`src/design/indl_pkg.sv`:
```
`default_nettype none

package indl_pkg;

    // Fixed widths of the word ports
    localparam int CMD_W = 3;
    localparam int VAL_W = 32;
    localparam int IDX_W = 5;
    localparam int ST_W  = 2;
    localparam int CNT_W = 5;

    // Default sizing
    localparam int CAPACITY_DEF   = 16;
    localparam int DATA_WIDTH_DEF = 32;

    typedef enum logic [CMD_W-1:0] {
        CMD_APPEND   = 3'd0,
        CMD_INSERT   = 3'd1,
        CMD_DEL_LAST = 3'd2,
        CMD_DEL_AT   = 3'd3,
        CMD_READ     = 3'd4
    } t_cmd;

    typedef enum logic [ST_W-1:0] {
        ST_OK        = 2'd0,
        ST_FULL      = 2'd1,
        ST_EMPTY     = 2'd2,
        ST_BAD_INDEX = 2'd3
    } t_status;

    typedef enum logic [2:0] {
        S_IDLE,
        S_FETCH,
        S_GRAB,
        S_SHIFT_RD,
        S_SHIFT_WR,
        S_PUT,
        S_DONE
    } t_state;

endpackage

`default_nettype wire

```
`src/design/indexed_insert_delete_list.sv`:
```
`default_nettype none
// Packed list of up to CAPACITY signed words held in a single-port-write,
// single-port-read memory, with a fill count. Issue a command by raising
// start while busy is low; the word is taken on that edge and busy stays high
// until the result has been shown. The result appears on o_value_out,
// o_status and o_count_out for exactly one cycle with o_done high, and there
// is no way to hold it off, so capture it in that cycle. Rejected commands
// (full, empty, bad index) and unknown codes go straight to the done state;
// an append writes the word; a read fetches the entry; an insert at position
// p first moves each entry from p up one slot, then writes the word; a delete
// at p fetches the entry, then moves each entry above p down one slot. Each
// move reads an entry from the memory, then writes it back one slot along.
// Busy drops the cycle after o_done.

module indexed_insert_delete_list #(
    parameter int CAPACITY   = indl_pkg::CAPACITY_DEF,
    parameter int DATA_WIDTH = indl_pkg::DATA_WIDTH_DEF
) (
    input  logic                              i_clk,
    input  logic                              i_rst_n,
    input  logic                              start,
    output logic                              busy,
    input  logic [indl_pkg::CMD_W-1:0]        i_command,
    input  logic signed [indl_pkg::VAL_W-1:0] i_value,
    input  logic [indl_pkg::IDX_W-1:0]        i_index,
    output logic                              o_done,
    output logic signed [indl_pkg::VAL_W-1:0] o_value_out,
    output logic [indl_pkg::ST_W-1:0]         o_status,
    output logic [indl_pkg::CNT_W-1:0]        o_count_out
);
    import indl_pkg::*;

    // Memory address, count, and common compare widths
    localparam int AW = $clog2(CAPACITY);
    localparam int CW = $clog2(CAPACITY + 1);
    localparam int XW = (CW > IDX_W) ? CW : IDX_W;
    localparam int WW = (DATA_WIDTH > VAL_W) ? DATA_WIDTH : VAL_W;

    // Entry store: undefined until written, only slots below the count feed results
    logic [DATA_WIDTH-1:0] r_mem [CAPACITY];
    logic [DATA_WIDTH-1:0] r_rdata;

    logic                  mem_we;
    logic [AW-1:0]         mem_wr_addr;
    logic [AW-1:0]         mem_rd_addr;
    logic [DATA_WIDTH-1:0] mem_wr_data;

    // Control state
    t_state  r_state,  n_state;
    logic [CW-1:0] r_count, n_count;
    logic [CW-1:0] r_ptr,   n_ptr;     // slot about to be written during a shift
    logic [CW-1:0] r_pos,   n_pos;     // slot the command works on
    logic          r_up,    n_up;      // shift towards higher slots (insert)
    logic          r_rd_only, n_rd_only;

    // Payload
    logic [DATA_WIDTH-1:0] r_word, n_word;
    logic [VAL_W-1:0]      r_value_out, n_value_out;
    t_status               r_status, n_status;

    // Shared pointer unit: one step and one loop test
    logic [CW-1:0] ptr_step;
    logic          more_moves;

    logic [XW-1:0] idx_x;
    logic [XW-1:0] cnt_x;
    logic          is_full;
    logic          is_empty;
    logic [WW-1:0] in_wide;
    logic signed [WW-1:0] rd_wide;
    logic [XW-1:0] cnt_out_x;

    assign ptr_step   = r_up ? (r_ptr - CW'(1)) : (r_ptr + CW'(1));
    assign more_moves = r_up ? (r_ptr > r_pos) : (ptr_step < r_count);

    assign idx_x    = XW'(i_index);
    assign cnt_x    = XW'(r_count);
    assign is_full  = (r_count >= CW'(CAPACITY));
    assign is_empty = (r_count == '0);

    // Keep the low DATA_WIDTH bits on the way in, sign-extend on the way out
    assign in_wide = WW'($unsigned(i_value));
    assign rd_wide = WW'($signed(r_rdata));

    always_comb begin
        n_state     = r_state;
        n_count     = r_count;
        n_ptr       = r_ptr;
        n_pos       = r_pos;
        n_up        = r_up;
        n_rd_only   = r_rd_only;
        n_word      = r_word;
        n_value_out = r_value_out;
        n_status    = r_status;

        mem_we      = 1'b0;
        mem_wr_addr = r_ptr[AW-1:0];
        mem_rd_addr = r_pos[AW-1:0];
        mem_wr_data = r_rdata;

        case (r_state)
            S_IDLE: begin
                if (start) begin
                    n_value_out = '0;
                    n_status    = ST_OK;
                    n_word      = in_wide[DATA_WIDTH-1:0];
                    n_state     = S_DONE;
                    case (i_command)
                        CMD_APPEND: begin
                            if (is_full) begin
                                n_status = ST_FULL;
                            end else begin
                                n_pos   = r_count;
                                n_state = S_PUT;
                            end
                        end
                        CMD_INSERT: begin
                            if (is_full) begin
                                n_status = ST_FULL;
                            end else if (idx_x > cnt_x) begin
                                n_status = ST_BAD_INDEX;
                            end else begin
                                // open a gap from the top down to the index
                                n_pos   = idx_x[CW-1:0];
                                n_ptr   = r_count;
                                n_up    = 1'b1;
                                n_state = S_SHIFT_RD;
                            end
                        end
                        CMD_DEL_LAST: begin
                            if (is_empty) begin
                                n_status = ST_EMPTY;
                            end else begin
                                n_pos     = r_count - CW'(1);
                                n_up      = 1'b0;
                                n_rd_only = 1'b0;
                                n_state   = S_FETCH;
                            end
                        end
                        CMD_DEL_AT, CMD_READ: begin
                            if (is_empty) begin
                                n_status = ST_EMPTY;
                            end else if (idx_x >= cnt_x) begin
                                n_status = ST_BAD_INDEX;
                            end else begin
                                n_pos     = idx_x[CW-1:0];
                                n_up      = 1'b0;
                                n_rd_only = (i_command == CMD_READ);
                                n_state   = S_FETCH;
                            end
                        end
                        default: begin
                            // unknown code: no operation, report ok
                            n_status = ST_OK;
                        end
                    endcase
                end
            end
            S_FETCH: begin
                // read the addressed entry; data lands next cycle
                mem_rd_addr = r_pos[AW-1:0];
                n_state     = S_GRAB;
            end
            S_GRAB: begin
                n_value_out = rd_wide[VAL_W-1:0];
                if (r_rd_only) begin
                    n_state = S_DONE;
                end else begin
                    // close the gap: pull entries down from above
                    n_ptr   = r_pos;
                    n_state = S_SHIFT_RD;
                end
            end
            S_SHIFT_RD: begin
                mem_rd_addr = ptr_step[AW-1:0];
                if (more_moves) begin
                    n_state = S_SHIFT_WR;
                end else if (r_up) begin
                    n_state = S_PUT;
                end else begin
                    n_count = r_count - CW'(1);
                    n_state = S_DONE;
                end
            end
            S_SHIFT_WR: begin
                mem_we      = 1'b1;
                mem_wr_addr = r_ptr[AW-1:0];
                mem_wr_data = r_rdata;
                n_ptr       = ptr_step;
                n_state     = S_SHIFT_RD;
            end
            S_PUT: begin
                mem_we      = 1'b1;
                mem_wr_addr = r_pos[AW-1:0];
                mem_wr_data = r_word;
                n_count     = r_count + CW'(1);
                n_state     = S_DONE;
            end
            S_DONE: begin
                n_state = S_IDLE;
            end
            default: begin
                n_state = S_IDLE;
            end
        endcase
    end

    always_ff @(posedge i_clk) begin
        if (!i_rst_n) begin
            r_state   <= S_IDLE;
            r_count   <= '0;
            r_ptr     <= '0;
            r_pos     <= '0;
            r_up      <= 1'b0;
            r_rd_only <= 1'b0;
        end else begin
            r_state   <= n_state;
            r_count   <= n_count;
            r_ptr     <= n_ptr;
            r_pos     <= n_pos;
            r_up      <= n_up;
            r_rd_only <= n_rd_only;
        end
    end

    // Payload registers: no reset needed
    always_ff @(posedge i_clk) begin
        r_word      <= n_word;
        r_value_out <= n_value_out;
        r_status    <= n_status;
    end

    // Entry memory: one write and one registered read per cycle
    always_ff @(posedge i_clk) begin
        if (mem_we) begin
            r_mem[mem_wr_addr] <= mem_wr_data;
        end
        r_rdata <= r_mem[mem_rd_addr];
    end

    // Count port carries the low bits of the fill count
    assign cnt_out_x = XW'(r_count);

    assign busy        = (r_state != S_IDLE);
    assign o_done      = (r_state == S_DONE);
    assign o_value_out = r_value_out;
    assign o_status    = r_status;
    assign o_count_out = cnt_out_x[CNT_W-1:0];

endmodule

`default_nettype wire

```
`config.mk`:
```
export PLATFORM = sky130hd
export DESIGN_NAME = indexed_insert_delete_list
export DESIGN_NICKNAME = d
export VERILOG_FILES = /design/src/design/indl_pkg.sv /design/src/design/indexed_insert_delete_list.sv
export SDC_FILE = /design/constraint.sdc
export NUM_CORES = 1
export LEC_CHECK = 0
export BUFFER_PORTS_ARGS = -buffer_cell sky130_fd_sc_hd__buf_4
export CORE_MARGIN = 1.5
export CORE_UTILIZATION = 30
export CTS_BUF_LIST = sky130_fd_sc_hd__clkbuf_8 sky130_fd_sc_hd__clkbuf_16
export CTS_CLUSTER_DIAMETER = 60
export DETAILED_ROUTE_END_ITERATION = 7
export PLACE_DENSITY = 0.53
export SYNTH_ARGS = -nofsm -noshare
export SYNTH_HDL_FRONTEND = slang
export SYNTH_SLANG_ARGS = --single-unit
```
`constraint.sdc`:
```
create_clock -name i_clk -period 4.5 [get_ports i_clk]
set_input_delay 0.45 -clock i_clk [delete_from_list [all_inputs] [get_ports i_clk]]
set_output_delay 0.45 -clock i_clk [all_outputs]
set_load 0.01 [all_outputs]
```
==> results of run 1 <==
synth_stat cells (5+ instances only):
library cell  instances
edfxtp_1            578
nand2_1             135
mux4_2              128
mux2i_1             110
dfxtp_1              52
and2_1               33
nor2_1               33
o21ai_0              28
clkbuf_1             24
buf_2                20
inv_1                20
ha_1                 19
a21oi_1              17
nor3_1               16
buf_4                15
buf_6                10
nand3_1               9
a31oi_1               7
nor2b_1               7
a221o_1               6
o221ai_1              6
o22ai_1               6
o21a_1                5
worst max-delay path, delay by kind of cell (launching register included):
| kind | cells | cell delay [ps] |
|---|---|---|
| buffers and inverters | 3 | 880 |
| flip-flops | 1 | 770 |
| AND/OR/NAND/NOR | 2 | 960 |
| AO/OA/AOI/OAI | 1 | 330 |
path summary, 6_finish.rpt:
path,from,endpoint,cells after the start
worst max register to register,r_state[0]$_SDFFE_PN0N_,r_mem[1][8]$_DFFE_PP_,6
worst min register to register,r_pos[4]$_SDFFE_PN0P_,r_pos[4]$_SDFFE_PN0P_,2
worst max-delay path,r_state[0]$_SDFFE_PN0N_,r_mem[1][8]$_DFFE_PP_,6
worst min-delay path,i_rst_n,o_count_out[1]$_SDFFE_PN0P_,2
through the flow:
stage	std cells	instance area [um2]	util [%]	hold WS, ps	total power, mW
2_1_floorplan	1342	25100	-	438	10.9
3_3_place_gp	2460	27100	32.9	466	12.3
3_5_place_dp	2460	27100	32.9	471	12.4
4_1_cts	2628	29800	36.2	197	18.2
5_1_grt	2628	29800	36.2	229	18.8
6_report	2628	29800	36.2	233	17.9
cell families after synthesis:
family / count (synthesis) / synth area share [%]
flops: 630 / 73.4
simple gates: 252 / 4.59
mux: 238 / 15.9
compound gates: 105 / 2.85
buf+inv: 92 / 2.01
fa+ha+maj: 20 / 1.03
xor+xnor: 5 / 0.175
cells in the final DEF, fill, tap and decap left out, types with 4 or more instances in the layout:
| cell type | instances |
|---|---|
| mux2i_1 | 108 |
| inv_1 | 42 |
| nand3_1 | 9 |
| clkbuf_16 | 76 |
| o22ai_1 | 6 |
| o21ai_0 | 28 |
| edfxtp_1 | 578 |
| clkbuf_8 | 4 |
| and2_1 | 33 |
| buf_12 | 8 |
| nor2_1 | 17 |
| clkinv_2 | 13 |
| nor2b_1 | 7 |
| nor2_4 | 16 |
| o21a_1 | 5 |
| dfxtp_1 | 52 |
| nand2_1 | 134 |
| ha_1 | 19 |
| nor3_1 | 15 |
| a221o_1 | 6 |
| a31oi_1 | 7 |
| inv_6 | 7 |
| a21oi_1 | 17 |
| dlygate4sd3_1 | 32 |
| buf_4 | 111 |
| o221ai_1 | 6 |
| mux4_2 | 128 |
routing by layer:
layer	vias up	global-route usage, %
met3	88	2.18
li1	5664	-
met4	0	4.71
met2	290	23.4
met1	6590	17.6
met5	-	0
registers in the layout (all words and copies together) (netlist names):
register and flops:
r_up 1, r_rdata 32, r_state 3, r_pos 5, r_mem 512, o_count_out 5, o_value_out 32, r_word 32
o_status 2, r_ptr 5, r_rd_only 1
area by class of cell:
cell class / count / area, um2 / area share [%]
Multi-Input combinational cell: 620 / 6320 / 21.2
Clock buffer: 80 / 1960 / 6.56
Inverter: 21 / 78.8 / 0.264
Clock inverter: 56 / 418 / 1.40
Tap cell: 1070 / 1340 / 4.49
Sequential cell: 630 / 18400 / 61.7
Timing Repair Buffer: 151 / 1310 / 4.40
what timing repair did:
item | CTS | global route
hold buffers | 32 | 0
endpoints found under the hold margin | 32 | 0
setup endpoints to repair | 0 | 0
power by group:
group	switching [mW]	total [mW]	internal, mW
Clock	2.40	5.69	3.29
Combinational	2.44	3.87	1.43
Sequential	0.377	8.34	7.96
Total	5.22	17.9	12.7
==> results by group, run 1 <==
STA
  • Accumulated negative setup slack: 0 ps
  • Slew of the pin with the lowest slew margin: 951 ps
  • Final hold violations: 0
  • Pins Over Slew Limit: 0
  • Min Clock Period, post-route: 3260 ps
  • Worst slew margin relative to its limit: 36.3%
  • Minimum setup slack in the final design: 1240 ps
  • Unrepaired setup endpoints after global routing: no
  • Share of the cycle needed by the critical path after routing: 72.4%
  • Final clock skew: 37.8 ps
  • Final count of negative-setup-slack endpoints: 0
  • Fmax: 307 MHz

Drt
  • Met3 layer wire length in the routed design: 2.44 mm
  • Highest Signal Layer: met4
  • Met2 WL post-DR: 28.9 mm
  • Detail-routed net length per standard cell: 22.0 um
  • Final Routed Wirelength: 57.7 mm
  • Post-detailed-route DRC marker count: 0
  • Routed metal-1 wire length: 25.1 mm
  • Vias per std cell: 4.81
  • Residual antenna-violating net count after detailed routing: 0
  • Vias: 12600
  • Iter 0 DRT Violations: 936
  • First-pass iteration count of the detailed router: 5

Floorplan
  • Die area: 0.0852 mm2
  • Standard-cell rows: 105
  • Number of I/O pins: 84
  • Floorplan die height: 292 um
  • Initial core utilization: 30.4%
  • Width of the die: 292 um
  • Core region area: 0.0824 mm2

Power and ir drop
  • Power per standard cell area: 600 mW/mm2
  • Static power due to leakage: 10.8 nW
  • VDD IR max: 288 uV

Place
  • Detail Placement HPWL: 31.8 mm
  • Count of port buffers added during placement: 83
  • Post-placement setup slack: 1230 ps
  • Placer congestion estimate: 0.797

Worst setup path
  • Ordered list of cells on the worst path: inv_2, nor3_2, buf_4, a31oi_1, nor2_4, buf_4
  • Register-to-register path setup slack: 1240 ps
  • WP data arrival: 3560 ps
  • Worst path required time: 4800 ps
  • Maximum single-stage delay on the critical path: 770 ps
  • Worst Path Class, Setup: reg2reg
  • Most used cell, CP: buf_4
  • Kind of end point of the critical path: flip-flop
  • CP Launch Type: flip-flop
  • CP max FO: 20
  • Slowest stage cell, crit path: dfxtp_1

Logic synthesis
  • Total nets after synthesis: 1405
  • Post-Synthesis Mean Instance Area: 18.7 um2
  • Area fraction of the dominant cell type after synthesis: 69.3%
  • Count of different cell masters after synthesis: 61
  • Dominant register cell in the synthesized netlist: edfxtp_1
  • Share of flip-flops with an asynchronous set or reset: 0%
  • Leading post-synthesis cells by cell area: edfxtp_1, mux4_2, mux2i_1, dfxtp_1, nand2_1
  • Post-synthesis instance total: 1342
  • #FFs+latches synth: 630
  • Post-synthesis instance area: 0.0251 mm2
  • Sequential element share of the synthesized area: 73.4%
  • Total number of yosys warnings: 0
  • Yosys top cell by area: edfxtp_1
  • Number of enable-type register cells in the synthesized netlist: 578

Clock network
  • Number of gates resized after cts: 0
  • Number of buffers inserted by post-CTS setup repair: 0
  • Worst-case clock buffer depth: 3
  • Clock tree from TritonCTS: yes
  • Number of buffers inserted during clock tree synthesis: 75
  • CTS root buf: clkbuf_16
  • Deepest level of the CTS H-tree: 3
  • Clock edge transition at the registers on the reported setup and hold paths: 60 ps
  • Clock Sink Count: 630
  • Clock network latency to the later pin of the worst-skew pair: 630 ps

Finish
  • Number of antenna repair diodes: 0
  • P&R area growth vs syn: 19.1%
  • Fill cell count: 7612
  • Share of layout cells above drive strength 1: 25.1%
  • Final net count: 1562

Run
  • Number of maximum-capacitance violations: 0

Status
  • Status: finished clean

Global route
  • GRT overflow: 0
  • Overall Global Routing Usage: 13.7%
  • Initial antenna violation count: 1
  • Number of global-route vias before repair: 13600
  • First-pass GRT wire length: 86.7 mm
  • Pin count of the biggest net entering global routing: 77

Worst hold path
  • Hold WC Path Type: in2reg
Power figures use the tool's default switching activity.
==> run 2: changes to the inputs <==
clock period = 3.3 ns   (was 4.5 ns; I/O delays follow)
==> results by group, run 2 (synthesis gave the netlist of run 1 again) <==
Worst setup path
  • CP Launch Point: r_ptr[0]$_SDFFE_PN0P_
  • Register-to-register path setup slack: 440 ps
  • Critical path buffer and inverter count: 0
  • Worst R2R End: o_count_out[3]$_SDFFE_PN0P_
  • Worst Path Class, Setup: reg2reg
  • Kind of end point of the critical path: flip-flop
  • CP Launch Type: flip-flop
  • Source of the worst register-to-register timing path: r_ptr[0]$_SDFFE_PN0P_
  • CP max FO: 9
  • Maximum single-stage delay on the critical path: 490 ps
  • Gate family responsible for the most delay along the worst path: adder cells
  • Ordered list of cells on the worst path: fa_1, a21o_1, a21oi_1, xnor2_1, ha_1, and2_1, o21a_1, or2_2, a31oi_1, mux2i_1
  • Count of cells along the worst register-to-register path: 10
  • Worst path required time: 3840 ps
  • Slowest stage cell, crit path: fa_1
  • WP data arrival: 3390 ps

Drt
  • First-pass iteration count of the detailed router: 5
  • Post-detailed-route DRC marker count: 0
  • Vias: 12800
  • Residual antenna-violating net count after detailed routing: 0
  • Iter 0 DRT Violations: 940
  • Vias per std cell: 4.85
  • Detail-routed net length per standard cell: 22.2 um
  • Final Routed Wirelength: 58.8 mm

Worst hold path
  • Min-Delay Startpoint: i_rst_n
  • Hold WC Path Type: in2reg
  • Cells on Worst Hold Path: 2
  • Hold Path Sink: o_count_out[1]$_SDFFE_PN0P_

STA
  • Final hold slack: 110 ps
  • Final clock skew: 29.4 ps
  • Share of the cycle needed by the critical path after routing: 86.6%
  • Slew of the pin with the lowest slew margin: 1060 ps
  • Accumulated negative setup slack: 0 ps
  • Unrepaired setup endpoints after global routing: no
  • Final hold violations: 0
  • Worst slew margin relative to its limit: 28.8%
  • Minimum setup slack in the final design: 442 ps
  • Pins Over Slew Limit: 0
  • Min Clock Period, post-route: 2860 ps
  • Fmax: 350 MHz
  • Final count of negative-setup-slack endpoints: 0

Finish
  • P&R area growth vs syn: 20.3%
  • Biggest register: r_mem
  • Final net count: 1585
  • Commonest non-fill, non-tap cell in the layout: edfxtp_1
  • Flip-flop count of the largest register, all copies and words added: 512
  • Share of layout cells above drive strength 1: 26.1%
  • Post-layout utilization of the core: 36.6%
  • Commonest cells after routing, fill and taps aside: edfxtp_1, nand2_1, mux4_2, buf_4, mux2i_1
  • Number of antenna repair diodes: 0
  • Final cell area excluding filler cells: 0.0301 mm2

Status
  • Status: finished clean

Clock network
  • Number of gates resized after cts: 0
  • Clock network latency to the later pin of the worst-skew pair: 610 ps
  • Number of buffers inserted by post-CTS setup repair: 0
  • CTS root buf: clkbuf_16
  • Clock Sink Count: 630
  • Clock tree from TritonCTS: yes
  • Number of buffers inserted during clock tree synthesis: 71
  • Worst-case clock buffer depth: 3
  • Deepest level of the CTS H-tree: 3
  • Clock edge transition at the registers on the reported setup and hold paths: 50 ps

Place
  • Placer congestion estimate: 0.811
  • Post-placement setup slack: 413 ps
  • Post-DP Area: 0.0276 mm2
  • Detail Placement HPWL: 32.1 mm
  • Count of port buffers added during placement: 83

Global route
  • First-pass GRT wire length: 87.4 mm
  • Number of global-route vias before repair: 13400
  • Pin count of the biggest net entering global routing: 69
  • Initial antenna violation count: 0
  • GRT overflow: 0
  • Overall Global Routing Usage: 13.8%

Power and ir drop
  • Static power due to leakage: 10.9 nW
  • VDD IR max: 328 uV
  • Power per standard cell area: 808 mW/mm2

Floorplan
  • Initial core utilization: 30.4%
  • Standard-cell rows: 105
  • Floorplan die height: 292 um
  • Core region area: 0.0824 mm2
  • Width of the die: 292 um
  • Number of I/O pins: 84
  • Die area: 0.0852 mm2

Run
  • Number of maximum-capacitance violations: 0
[run 2: layer usage]
metal	up-vias	track usage (%)	wire length, um	share of wire, %
met2	276	23.3	29200	50
li1	5719	-	-	-
met1	6754	18.2	26100	44
met5	-	0	0	0
met4	0	4.12	1180	2.0
met3	77	2.34	2360	4.0
[run 2: where the power goes]
group          internal, mW  switching (mW)
Sequential             10.9           0.411
Clock                  4.30            3.20
Combinational          2.16            3.44
[run 2: repair_timing]
| item | 4_1_cts | 5_1_grt |
|---|---|---|
| hold buffers | 32 | 0 |
| hold endpoints to repair | 32 | 0 |
| endpoints found under the setup margin | 0 | 0 |
[run 2: worst reg2reg max path, cell delays in order, from the launching register on]
cell and delay [ps]:
dfxtp_1 420, fa_1 490, a21o_1 170, a21oi_1 170, xnor2_1 210, ha_1 300, and2_1 160, o21a_1 170
or2_2 310, a31oi_1 220, mux2i_1 190
[run 2: how the worst max path moves through the flow]
stage	to	slack, ps	cells after the start
2_1_floorplan	r_mem[8][0]$_DFFE_PP_	60	6
3_5_place_dp	o_count_out[3]$_SDFFE_PN0P_	410	10
5_1_grt	o_count_out[3]$_SDFFE_PN0P_	250	10
4_1_cts	o_count_out[3]$_SDFFE_PN0P_	420	10
3_3_place_gp	o_count_out[3]$_SDFFE_PN0P_	480	10
6_report	o_count_out[3]$_SDFFE_PN0P_	440	10
[run 2: stage by stage]
| stage | std cells | total power [mW] |
|---|---|---|
| final | 2647 | 24.4 |
| after global routing | 2647 | 25.6 |
| after CTS | 2647 | 24.8 |
| after detailed placement | 2487 | 17.2 |
| after global placement | 2487 | 17.0 |
| after floorplan | 1342 | 14.8 |
[run 2: final cells by class]
| cell class | instances | area [um2] |
|---|---|---|
| Fill cell | 7557 | 52200 |
| Timing Repair Buffer | 178 | 1770 |
| Sequential cell | 630 | 18400 |
| Multi-Input combinational cell | 620 | 6320 |
| Clock inverter | 53 | 412 |
| Inverter | 21 | 78.8 |
| Clock buffer | 75 | 1830 |
| Tap cell | 1070 | 1340 |
